===== config.mk =====
export PLATFORM = sky130hd
export DESIGN_NAME = irq_pacing_slot_allocator_unit_flat
export DESIGN_NICKNAME = d
export VERILOG_FILES = /design/src/hw/rtl/ipsa_pkg.sv /design/src/hw/rtl/ipsa_stream_if.sv /design/src/hw/rtl/irq_pacing_slot_allocator_unit.sv /design/src/flat_wrapper.sv
export SDC_FILE = /design/constraint.sdc
export NUM_CORES = 1
export LEC_CHECK = 0
export BUFFER_PORTS_ARGS = -buffer_cell sky130_fd_sc_hd__buf_2
export CORE_ASPECT_RATIO = 1.5
export CORE_MARGIN = 2
export CORE_UTILIZATION = 45
export DETAILED_ROUTE_END_ITERATION = 16
export GPL_TIMING_DRIVEN = 0
export PLACE_DENSITY = 0.75
export SLEW_MARGIN = 30
export SYNTH_ARGS = -nofsm -noshare
export SYNTH_HDL_FRONTEND = slang
export SYNTH_SLANG_ARGS = --single-unit

===== constraint.sdc =====
create_clock -name i_clk -period 3.8 [get_ports i_clk]
set_input_delay 0.76 -clock i_clk [delete_from_list [all_inputs] [get_ports i_clk]]
set_output_delay 0.76 -clock i_clk [all_outputs]
set_load 0.02 [all_outputs]

===== src/hw/rtl/ipsa_pkg.sv =====
// Package with the shared types, codes and constants of the interrupt-pacing slot allocator.
`timescale 1ns / 1ps

package ipsa_pkg;

    // Number of pacing slots by default.
    localparam int SLOT_COUNT = 4;

    // Widths of the fixed fields.
    localparam int LINE_W = 6;
    localparam int IRQ_W = 8;
    localparam int HANDLE_W = 3;
    localparam int HOUT_W = 2;
    localparam int MASK_W = 4;
    localparam int CFG_IDX_W = 2;
    localparam int CFG_DATA_W = 8;

    // Reset values of the configuration registers.
    localparam logic [IRQ_W-1:0] LINE_BASE_RST = 8'd8;
    localparam logic [IRQ_W-1:0] LINE_END_RST = 8'd48;

    // Operation codes.
    typedef enum logic [1:0] {
        OP_REGISTER   = 2'd0,
        OP_UNREGISTER = 2'd1,
        OP_SET_MAX    = 2'd2,
        OP_NONE       = 2'd3
    } t_op;

    // Result status codes.
    typedef enum logic [2:0] {
        ST_OK    = 3'd0,
        ST_DUP   = 3'd1,
        ST_FULL  = 3'd2,
        ST_RANGE = 3'd3,
        ST_BADH  = 3'd4
    } t_status;

    // Configuration register indexes.
    typedef enum logic [CFG_IDX_W-1:0] {
        CFG_LINE_BASE = 2'd0,
        CFG_LINE_END  = 2'd1
    } t_cfg_idx;

    // Input item.
    typedef struct packed {
        logic [1:0]          op;
        logic [IRQ_W-1:0]    irq_number;
        logic [HANDLE_W-1:0] handle;
        logic [7:0]          max_count;
    } t_in_item;

    // Result item.
    typedef struct packed {
        logic [2:0]        status;
        logic [HOUT_W-1:0] handle_out;
        logic [MASK_W-1:0] enable_mask;
        logic [LINE_W-1:0] slot_line;
        logic [LINE_W-1:0] slot_max;
    } t_out_item;

    // Configuration write.
    typedef struct packed {
        logic [CFG_IDX_W-1:0]  index;
        logic [CFG_DATA_W-1:0] data;
    } t_cfg_item;

endpackage


===== src/hw/rtl/ipsa_stream_if.sv =====
// Valid/ready channel interface that carries one payload type.
`timescale 1ns / 1ps

interface ipsa_stream_if #(
    parameter type T = logic
);
    logic valid;
    logic ready;
    T     payload;

    modport source (output valid, output payload, input ready);
    modport sink (input valid, input payload, output ready);
endinterface


===== src/hw/rtl/irq_pacing_slot_allocator_unit.sv =====
// Top level of the interrupt-pacing slot allocator.
`timescale 1ns / 1ps

// Channel   Dir  Payload                                          Handshake
// i_in      in   op, irq_number, handle, max_count                valid/ready
// o_out     out  status, handle_out, enable_mask, slot_line,      valid/ready
//                slot_max
// i_cfg     in   index, data (register 0 line_base, 1 line_end)   valid/ready
//
// An accepted item is held in the input register, is evaluated against the slot
// table in one pass and lands in the result register together with the table
// update; one item can be taken in every cycle unless the output stalls.
// The input register only stalls while the result register holds an item that is
// not taken. Reset clears the slot table and loads the default line range; the
// configuration channel is always ready.

module irq_pacing_slot_allocator_unit #(
    parameter int SLOT_COUNT = ipsa_pkg::SLOT_COUNT
) (
    input  logic          i_clk,
    input  logic          i_rst_n,
    ipsa_stream_if.sink   i_in,
    ipsa_stream_if.source o_out,
    ipsa_stream_if.sink   i_cfg
);

    localparam int LW = ipsa_pkg::LINE_W;

    // Configuration registers.
    logic [ipsa_pkg::IRQ_W-1:0] r_line_base;
    logic [ipsa_pkg::IRQ_W-1:0] r_line_end;

    // Slot table.
    logic [SLOT_COUNT-1:0] r_used, n_used;
    logic [SLOT_COUNT-1:0] r_en, n_en;
    logic [LW-1:0]         r_owner [SLOT_COUNT];
    logic [LW-1:0]         n_owner [SLOT_COUNT];
    logic [LW-1:0]         r_map [SLOT_COUNT];
    logic [LW-1:0]         n_map [SLOT_COUNT];
    logic [LW-1:0]         r_max [SLOT_COUNT];
    logic [LW-1:0]         n_max [SLOT_COUNT];

    // Input and result registers.
    logic                 r_s1_valid;
    ipsa_pkg::t_in_item   r_s1;
    logic                 r_out_valid;
    ipsa_pkg::t_out_item  r_out;
    ipsa_pkg::t_out_item  n_out;

    logic s1_advance;
    logic in_xfer;

    // Evaluation signals.
    logic                  in_range;
    logic [LW-1:0]         new_line;
    logic                  dup;
    logic                  found;
    logic [SLOT_COUNT-1:0] free_sel;
    logic [SLOT_COUNT-1:0] hnd_sel;
    logic                  hnd_ok;
    logic [LW-1:0]         eff_max;
    logic [SLOT_COUNT-1:0] sel;
    logic                  have_slot;
    logic [2:0]            status;
    logic [ipsa_pkg::HOUT_W-1:0] slot_idx;
    logic [LW-1:0]         rd_map;
    logic [LW-1:0]         rd_max;
    logic [ipsa_pkg::MASK_W-1:0] mask;

    // Handshake control.
    assign s1_advance  = r_s1_valid && (!r_out_valid || o_out.ready);
    assign i_in.ready  = !r_s1_valid || s1_advance;
    assign in_xfer     = i_in.valid && i_in.ready;
    assign i_cfg.ready = 1'b1;
    assign o_out.valid = r_out_valid;
    assign o_out.payload = r_out;

    // Register-op checks: range, duplicate line, highest free slot.
    always_comb begin
        in_range = (r_s1.irq_number >= r_line_base) && (r_s1.irq_number < r_line_end);
        new_line = LW'(r_s1.irq_number - r_line_base);
        dup      = 1'b0;
        found    = 1'b0;
        free_sel = '0;
        for (int i = 0; i < SLOT_COUNT; i++) begin
            if (r_used[i] && (r_owner[i] == new_line)) begin
                dup = 1'b1;
            end
            if (!r_used[i]) begin
                found    = 1'b1;
                free_sel = '0;
                free_sel[i] = 1'b1;
            end
        end
    end

    // Handle decode for unregister and set.
    always_comb begin
        hnd_sel = '0;
        for (int i = 0; i < SLOT_COUNT; i++) begin
            hnd_sel[i] = (int'(r_s1.handle) == i) && r_used[i];
        end
        hnd_ok  = |hnd_sel;
        eff_max = r_s1.max_count[LW-1:0];
        if (eff_max == LW'(1)) begin
            eff_max = '0;
        end
    end

    // Operation decode: status and the slot the result refers to.
    always_comb begin
        status    = ipsa_pkg::ST_BADH;
        sel       = '0;
        have_slot = 1'b0;
        case (ipsa_pkg::t_op'(r_s1.op))
            ipsa_pkg::OP_REGISTER: begin
                if (!in_range) begin
                    status = ipsa_pkg::ST_RANGE;
                end else if (dup) begin
                    status = ipsa_pkg::ST_DUP;
                end else if (!found) begin
                    status = ipsa_pkg::ST_FULL;
                end else begin
                    status    = ipsa_pkg::ST_OK;
                    sel       = free_sel;
                    have_slot = 1'b1;
                end
            end
            ipsa_pkg::OP_UNREGISTER, ipsa_pkg::OP_SET_MAX: begin
                if (hnd_ok) begin
                    status    = ipsa_pkg::ST_OK;
                    sel       = hnd_sel;
                    have_slot = 1'b1;
                end
            end
            default: begin
                status = ipsa_pkg::ST_BADH;
            end
        endcase
    end

    // Next slot table.
    always_comb begin
        n_used = r_used;
        n_en   = r_en;
        for (int i = 0; i < SLOT_COUNT; i++) begin
            n_owner[i] = r_owner[i];
            n_map[i]   = r_map[i];
            n_max[i]   = r_max[i];
            if (sel[i]) begin
                case (ipsa_pkg::t_op'(r_s1.op))
                    ipsa_pkg::OP_REGISTER: begin
                        n_used[i]  = 1'b1;
                        n_owner[i] = new_line;
                        n_en[i]    = 1'b0;
                    end
                    ipsa_pkg::OP_UNREGISTER: begin
                        n_used[i] = 1'b0;
                        n_en[i]   = 1'b0;
                    end
                    ipsa_pkg::OP_SET_MAX: begin
                        if (eff_max == '0) begin
                            n_en[i] = 1'b0;
                        end else begin
                            n_map[i] = r_owner[i];
                            n_max[i] = eff_max;
                            n_en[i]  = 1'b1;
                        end
                    end
                    default: begin
                        n_used[i] = r_used[i];
                    end
                endcase
            end
        end
    end

    // Read back the selected slot after the update.
    always_comb begin
        slot_idx = '0;
        rd_map   = '0;
        rd_max   = '0;
        for (int i = 0; i < SLOT_COUNT; i++) begin
            if (sel[i]) begin
                slot_idx = ipsa_pkg::HOUT_W'(i);
                rd_map   = rd_map | n_map[i];
                rd_max   = rd_max | n_max[i];
            end
        end
    end

    // Enable mask covers the first four slots.
    for (genvar gi = 0; gi < ipsa_pkg::MASK_W; gi++) begin : g_mask
        if (gi < SLOT_COUNT) begin : g_on
            assign mask[gi] = n_en[gi];
        end else begin : g_off
            assign mask[gi] = 1'b0;
        end
    end

    // Result item.
    always_comb begin
        n_out.status      = status;
        n_out.handle_out  = have_slot ? slot_idx : '0;
        n_out.enable_mask = mask;
        n_out.slot_line   = rd_map;
        n_out.slot_max    = rd_max;
    end

    // Configuration registers.
    always_ff @(posedge i_clk) begin
        if (!i_rst_n) begin
            r_line_base <= ipsa_pkg::LINE_BASE_RST;
            r_line_end  <= ipsa_pkg::LINE_END_RST;
        end else if (i_cfg.valid && i_cfg.ready) begin
            case (ipsa_pkg::t_cfg_idx'(i_cfg.payload.index))
                ipsa_pkg::CFG_LINE_BASE: r_line_base <= i_cfg.payload.data;
                ipsa_pkg::CFG_LINE_END:  r_line_end  <= i_cfg.payload.data;
                default: begin
                    r_line_base <= r_line_base;
                end
            endcase
        end
    end

    // Input register.
    always_ff @(posedge i_clk) begin
        if (!i_rst_n) begin
            r_s1_valid <= 1'b0;
        end else if (i_in.ready) begin
            r_s1_valid <= i_in.valid;
        end
    end

    always_ff @(posedge i_clk) begin
        if (in_xfer) begin
            r_s1 <= i_in.payload;
        end
    end

    // Result register.
    always_ff @(posedge i_clk) begin
        if (!i_rst_n) begin
            r_out_valid <= 1'b0;
        end else if (s1_advance) begin
            r_out_valid <= 1'b1;
        end else if (o_out.ready) begin
            r_out_valid <= 1'b0;
        end
    end

    always_ff @(posedge i_clk) begin
        if (s1_advance) begin
            r_out <= n_out;
        end
    end

    // Slot table update when an item is evaluated.
    always_ff @(posedge i_clk) begin
        if (!i_rst_n) begin
            r_used <= '0;
            r_en   <= '0;
            for (int i = 0; i < SLOT_COUNT; i++) begin
                r_owner[i] <= '0;
                r_map[i]   <= '0;
                r_max[i]   <= '0;
            end
        end else if (s1_advance) begin
            r_used <= n_used;
            r_en   <= n_en;
            for (int i = 0; i < SLOT_COUNT; i++) begin
                r_owner[i] <= n_owner[i];
                r_map[i]   <= n_map[i];
                r_max[i]   <= n_max[i];
            end
        end
    end

    // Pacing is only ever enabled on a slot that is in use.
    a_en_needs_used: assert property (@(posedge i_clk) disable iff (!i_rst_n)
        (r_en & ~r_used) == '0)
        else $error("pacing enabled on a free slot");

    // A failed step reports no slot data.
    a_fail_zero: assert property (@(posedge i_clk) disable iff (!i_rst_n)
        (r_out_valid && (r_out.status != ipsa_pkg::ST_OK)) |->
        (r_out.handle_out == '0 && r_out.slot_line == '0 && r_out.slot_max == '0))
        else $error("failed result carries slot data");

    // An empty result register never blocks the input side.
    a_ready_when_empty: assert property (@(posedge i_clk) disable iff (!i_rst_n)
        !r_out_valid |-> i_in.ready)
        else $error("input stalled with an empty result register");

    // An evaluated item always shows up in the result register.
    a_advance_fills: assert property (@(posedge i_clk) disable iff (!i_rst_n)
        s1_advance |=> r_out_valid)
        else $error("evaluated item lost");

endmodule


===== src/flat_wrapper.sv =====
// flat-port wrapper written by rule: the top's interface ports become plain ports
module irq_pacing_slot_allocator_unit_flat 
#(
    parameter int SLOT_COUNT = ipsa_pkg::SLOT_COUNT
)
  (i_clk, i_rst_n, i_in_valid, i_in_payload, i_in_ready, o_out_valid, o_out_payload, o_out_ready, i_cfg_valid, i_cfg_payload, i_cfg_ready);
  ipsa_stream_if #(.T(ipsa_pkg::t_in_item)) i_in_i ();
  ipsa_stream_if #(.T(ipsa_pkg::t_out_item)) o_out_i ();
  ipsa_stream_if #(.T(ipsa_pkg::t_cfg_item)) i_cfg_i ();
  input  logic i_clk;
  input  logic i_rst_n;
  input wire logic [$bits(i_in_i.valid)-1:0] i_in_valid;
  input wire logic [$bits(i_in_i.payload)-1:0] i_in_payload;
  output wire logic [$bits(i_in_i.ready)-1:0] i_in_ready;
  output wire logic [$bits(o_out_i.valid)-1:0] o_out_valid;
  output wire logic [$bits(o_out_i.payload)-1:0] o_out_payload;
  input wire logic [$bits(o_out_i.ready)-1:0] o_out_ready;
  input wire logic [$bits(i_cfg_i.valid)-1:0] i_cfg_valid;
  input wire logic [$bits(i_cfg_i.payload)-1:0] i_cfg_payload;
  output wire logic [$bits(i_cfg_i.ready)-1:0] i_cfg_ready;
  assign i_in_i.valid = i_in_valid;
  assign i_in_i.payload = i_in_payload;
  assign i_in_ready = i_in_i.ready;
  assign o_out_valid = o_out_i.valid;
  assign o_out_payload = o_out_i.payload;
  assign o_out_i.ready = o_out_ready;
  assign i_cfg_i.valid = i_cfg_valid;
  assign i_cfg_i.payload = i_cfg_payload;
  assign i_cfg_ready = i_cfg_i.ready;
  irq_pacing_slot_allocator_unit #(.SLOT_COUNT(SLOT_COUNT)) u_core (.i_clk(i_clk), .i_rst_n(i_rst_n), .i_in(i_in_i), .o_out(o_out_i), .i_cfg(i_cfg_i));
endmodule

# ---- Word level (Yosys, flattened, before mapping)
# Memory sizes are Yosys's and may differ from the RTL's.
# Index checks and enable logic that the tools add are counted.
dict set report totals {
  reg_bits 66
  mem_bits_rw 72
  output_inout_bits 24
  n_memories 3
}
# memory words width rd rd_ports_with_merged_regs wr line
set mem_list {}
lappend mem_list {u_core.r_map 4 6 4 0 4 irq_pacing_slot_allocator_unit.sv:38} ;# logic [LW-1:0] r_map [SLOT_COUNT];
lappend mem_list {u_core.r_max 4 6 4 0 4 irq_pacing_slot_allocator_unit.sv:40} ;# logic [LW-1:0] r_max [SLOT_COUNT];
lappend mem_list {u_core.r_owner 4 6 4 0 4 irq_pacing_slot_allocator_unit.sv:36} ;# logic [LW-1:0] r_owner [SLOT_COUNT];
dict set report op_classes {
  n_addsub 1
  magnitude_cmp 2
  eq_ne 11
  n_mux 99
  bitwise_logic 18
  n_reduce_logical 30
}
# operator count
set op_table {}
lappend op_table {{6-bit two-way mux} 53}
lappend op_table {{6-bit bitwise OR} 6}
lappend op_table {{4-bit two-way mux} 7}
lappend op_table {{1-bit two-way mux} 25}
lappend op_table {{6-bit == test} 4}
lappend op_table {{1-bit bitwise OR} 12}
lappend op_table {{1-bit one-hot mux with 2 select lines} 6}
lappend op_table {{3-bit AND reduction} 4}
lappend op_table {{1-bit logical AND} 11}
lappend op_table {{3-bit two-way mux} 3}
lappend op_table {{8-bit >= comparator} 1}
lappend op_table {{8-bit less-than comparator} 1}
lappend op_table {{4-bit one-hot mux with 2 select lines} 1}
lappend op_table {{3-bit == test (second input constant)} 2}
lappend op_table {{6-bit by 1-bit == test with 1-bit output (second input constant)} 1}
lappend op_table {{6-bit logical NOT} 1}
lappend op_table {{2-bit two-way mux} 3}
lappend op_table {{3-bit one-hot mux with 2 select lines} 1}
lappend op_table {{6-bit subtractor} 1}
lappend op_table {{2-bit by 1-bit == test with 1-bit output (second input constant)} 2}
lappend op_table {{2-bit logical NOT} 2}
lappend op_table {{2-bit AND reduction} 2}
lappend op_table {{2-bit nonzero test} 2}
lappend op_table {{2-bit OR reduction} 2}
lappend op_table {{other kinds (6)} 8}

# ---- Logic depth before layout (Yosys ltp)
dict set report depth {
  depth_word 18
  ltp_mapped 16
  mapped_depth_nobuf 14
}

# ---- Least setup slack after synthesis
# No wires, ideal clock.
dict set report synth_path {
  path_kind {register to register}
  startpoint {reg u_core.r_s1[11] (netlist name)}
  endpoint {mem u_core.r_owner[0][0] (netlist bit), enable pin}
  setup_time_ps 377
  arrival_ps 3599
  slack_ps -176
  path_stages_with_launch 16
  path_buffers 2
  period_less_slack_ps 3976
  path_cell_list {edfxtp_1 -> inv_1 -> ha_1 -> inv_1 -> fa_1 -> xnor2_4 -> xnor2_1 -> nor4_1 -> nor4bb_1 -> a221o_1 -> nor4b_4 -> o211ai_2 -> and2_1 -> buf_2 -> buf_2 -> o21ai_0}
}
# element line
set synth_lines {}
lappend synth_lines {{end: declaration} irq_pacing_slot_allocator_unit.sv:36}

==> results.sh <==
export IMPL_status="complete, but fails checks"
export IMPL_violations="setup timing"
export IMPL_synth_cell_types=69
export IMPL_fin_area_um2=8910
export IMPL_hold_class="reg -> reg"
export IMPL_track_usage_pct=23.0
export IMPL_slew_headroom_pct=40.6
export IMPL_wl_met3_um=1470
export IMPL_cts_buffers=17
export IMPL_io_buffers=56
export IMPL_antenna_cells=0
export IMPL_cts_root_buf="clkbuf_16"
export IMPL_grt_max_degree=49
export IMPL_fin_ws_ps=-192
export IMPL_ir_worst_vdd_uv=282
export IMPL_avgSynthCellArea_um2=10.1
export IMPL_endpoint_kind="flop"
export IMPL_max_clock_path_buffers=2
export IMPL_drt_met1_wl_um=6840
export IMPL_cts_sinks=138
export IMPL_path_clk_slew_ps=60
export IMPL_ys_seq_area_share_pct=53.3
export IMPL_syn_to_final_growth_pct=22.2
export IMPL_worstPathRequired_ps=3960
export IMPL_globalplace_congestion=0.923
export IMPL_rrSetupSlack_ps=-190
export IMPL_dpl_hpwl_um=13600
export IMPL_setup_viol=63
export IMPL_tns_ps=-4890
export IMPL_drt_initial_drc_count=538
export IMPL_drive_above_1_share_pct=22.0
export IMPL_rr_worst_depth=17
export IMPL_dpl_worst_slack_ps=-695
export IMPL_worst_clock_skew_ps=9.14
export IMPL_wl_per_cell_um=19.3
export IMPL_cts_max_level=4
export IMPL_path_class="reg -> reg"
export IMPL_yosysWarnings=0
export IMPL_syn_nets=777
export IMPL_holdWs_ps=484
export IMPL_grt_pass1_wl_um=30200
export IMPL_route_final_wire_length_um=19900
export IMPL_finalHoldViolations=0
export IMPL_synthArstFlopShare_pct=0
export IMPL_drv_slew=0
export IMPL_firstDrtPassIters=7
export IMPL_fin_nets=870
export IMPL_mostFrequentLayoutCell="edfxtp_1"
export IMPL_timing_rr_start="u_core.r_s1[11]"
export IMPL_highest_layer="met4"
export IMPL_layout_common_cells="edfxtp_1 (112), a21oi_1 (90), nand2_1 (88)"
export IMPL_fin_crit_sh_pct=105
export IMPL_via_per_inst=5.94
export IMPL_tightest_slew_ps=891
export IMPL_max_cap_viol_count=0
export IMPL_holdPathEnd="u_core.r_en[2]"
export IMPL_cts_tree="built"
export IMPL_drcViolationCount=0
export IMPL_die_area_um2=17300
export IMPL_grt_pass1_vias=5861
export IMPL_die_h_um=160
export IMPL_synth_seq_cells=138
export IMPL_vias=6126
export IMPL_synthesis_area_um2=7290
export IMPL_cp_max_fo=5
export IMPL_p_leak_nw=3.35
export IMPL_r2r_end="u_core.o_out.payload[9]"
export IMPL_rsz0062_at_grt="yes"
export IMPL_min_from="u_core.r_en[2]"
export IMPL_fp_dieW_um=108
export IMPL_dpl_cell_area_um2=7840
export IMPL_min_period_ps=3990
export IMPL_clock_latency_ps=430
export IMPL_grt_antenna_before_repair=0
export IMPL_synthFlopType="edfxtp_1"
export IMPL_cp_start_kind="flop"
export IMPL_overflow=0
export IMPL_hold_depth=2
export IMPL_final_antenna_net_count=0
export IMPL_core_area_um2=16000
export IMPL_initial_core_util_pct=45.5
export IMPL_pwr_density_cell_nw_per_um2=429
export IMPL_synth_cells=720
export IMPL_rows=57
export IMPL_io_pins=60
export IMPL_synth_edf_count=112
export IMPL_route_met2_wl_um=10400
export IMPL_fmax_mhz=250
export IMPL_cp_arrival_ps=4150
## sequential cells by signal, indices dropped and copies added (netlist names)
register and count:
u_core.r_s1_valid 1, u_core.o_out.payload 21, u_core.r_max 24, u_core.r_s1 19, u_core.r_used 4, u_core.r_line_base 8
u_core.o_out.valid 1, u_core.r_map 24, u_core.r_en 4, u_core.r_owner 24, u_core.r_line_end 8
## cell families (layout without fill, tap and decap cells)
group	count (synthesis)	after routing	synth area share, %
AO/OA/AOI/OAI	201	201	16.1
XOR/XNOR	28	28	4.37
adder cells (fa/ha/maj)	21	21	3.71
buffers and inverters	77	183	4.55
flip-flops	138	138	53.3
multiplexers	16	16	2.37
other	1	1	0.0514
AND/OR/NAND/NOR	238	238	15.6
## worst max path at each step
| stage | startpoint | endpoint | slack [ps] | cells after the start |
|---|---|---|---|---|
| detailed placement | u_core.r_s1[11] | u_core.r_owner[0][3] | -700 | 15 |
| finish | u_core.r_s1[11] | u_core.o_out.payload[9] | -190 | 17 |
| global route | u_core.r_s1[11] | u_core.o_out.payload[9] | -270 | 17 |
| global placement | u_core.r_s1[11] | u_core.r_owner[0][3] | -660 | 15 |
| floorplan | u_core.r_s1[11] | u_core.r_owner[0][0] | 5 | 15 |
| CTS | u_core.r_s1[11] | u_core.o_out.payload[10] | -110 | 17 |
## cells in the mapped netlist (3+ instances only)
library cell / number / area share [%]
buf_4: 3 / 0.31
a21oi_1: 97 / 6.7
a21o_1: 3 / 0.31
and2_1: 3 / 0.26
clkbuf_1: 29 / 1.5
nand3_1: 36 / 2.5
ha_1: 20 / 3.4
and3_1: 4 / 0.34
xnor2_1: 16 / 1.9
inv_1: 27 / 1.4
a31oi_1: 6 / 0.51
nand4_1: 5 / 0.43
o21ai_1: 10 / 0.69
a22oi_1: 6 / 0.62
xnor3_1: 4 / 1.2
mux2i_1: 15 / 2.1
or4_1: 8 / 0.82
nand2_1: 91 / 4.7
o31ai_1: 4 / 0.41
nor2_1: 57 / 2.9
xor2_1: 7 / 0.84
o221ai_1: 5 / 0.60
dfxtp_1: 26 / 7.1
o21ai_0: 46 / 3.2
nand2b_1: 6 / 0.51
o211ai_1: 4 / 0.41
buf_2: 12 / 0.82
edfxtp_1: 112 / 46
nor3_1: 8 / 0.55
## final cells by class
cell class | count | area, µm²
multi-input combinational | 505 | 3330
sequential | 138 | 3880
clock buffer | 22 | 484
tap | 206 | 258
timing repair buffer | 76 | 483
clock inverter | 10 | 87.6
fill | 1329 | 7130
buffer | 47 | 278
inverter | 28 | 106
## where the power goes
part,switching (W),internal [W]
clock,0.000647,0.000970
combinational,0.000270,0.000167
sequential,0.0000557,0.00172
total,0.000972,0.00285
## metal layers
layer	global-route usage (%)	vias up
met5	0	-
met4	14.0	0
li1	-	2806
met3	4.73	91
met2	40.7	367
met1	24.8	2862
## per-stage QoR
step           utilization, %  std cells  power (W)
4_1_cts                  54.0       1021    0.00381
6_report                 55.5       1032    0.00383
3_5_place_dp             48.9        982    0.00218
2_1_floorplan               -        720    0.00206
5_1_grt                  55.5       1032    0.00394
3_3_place_gp             48.8        982    0.00217
## what timing repair did
action / 4_1_cts / 5_1_grt
endpoints found under the setup margin: 95 / 93
hold endpoints to repair: 0 / 0
pin swaps: 16 / 10
hold buffers: 0 / 0
buffers inserted: 11 / 10
gates cloned: 0 / 1
resized for setup: 43 / 35
## critical path: stages, from the launching register on
cell      delay [ps]
edfxtp_1         400
inv_1             80
ha_2             170
inv_2             40
fa_2             380
xnor2_4          230
buf_12           150
xor2_2           160
nand4_1          190
nor3_4           300
a221o_1          260
nor4b_4           70
buf_6            160
o211ai_4         230
and2_4           210
buf_8            120
a21oi_2           40
or4_1            530
Power figures use the tool's default switching activity.
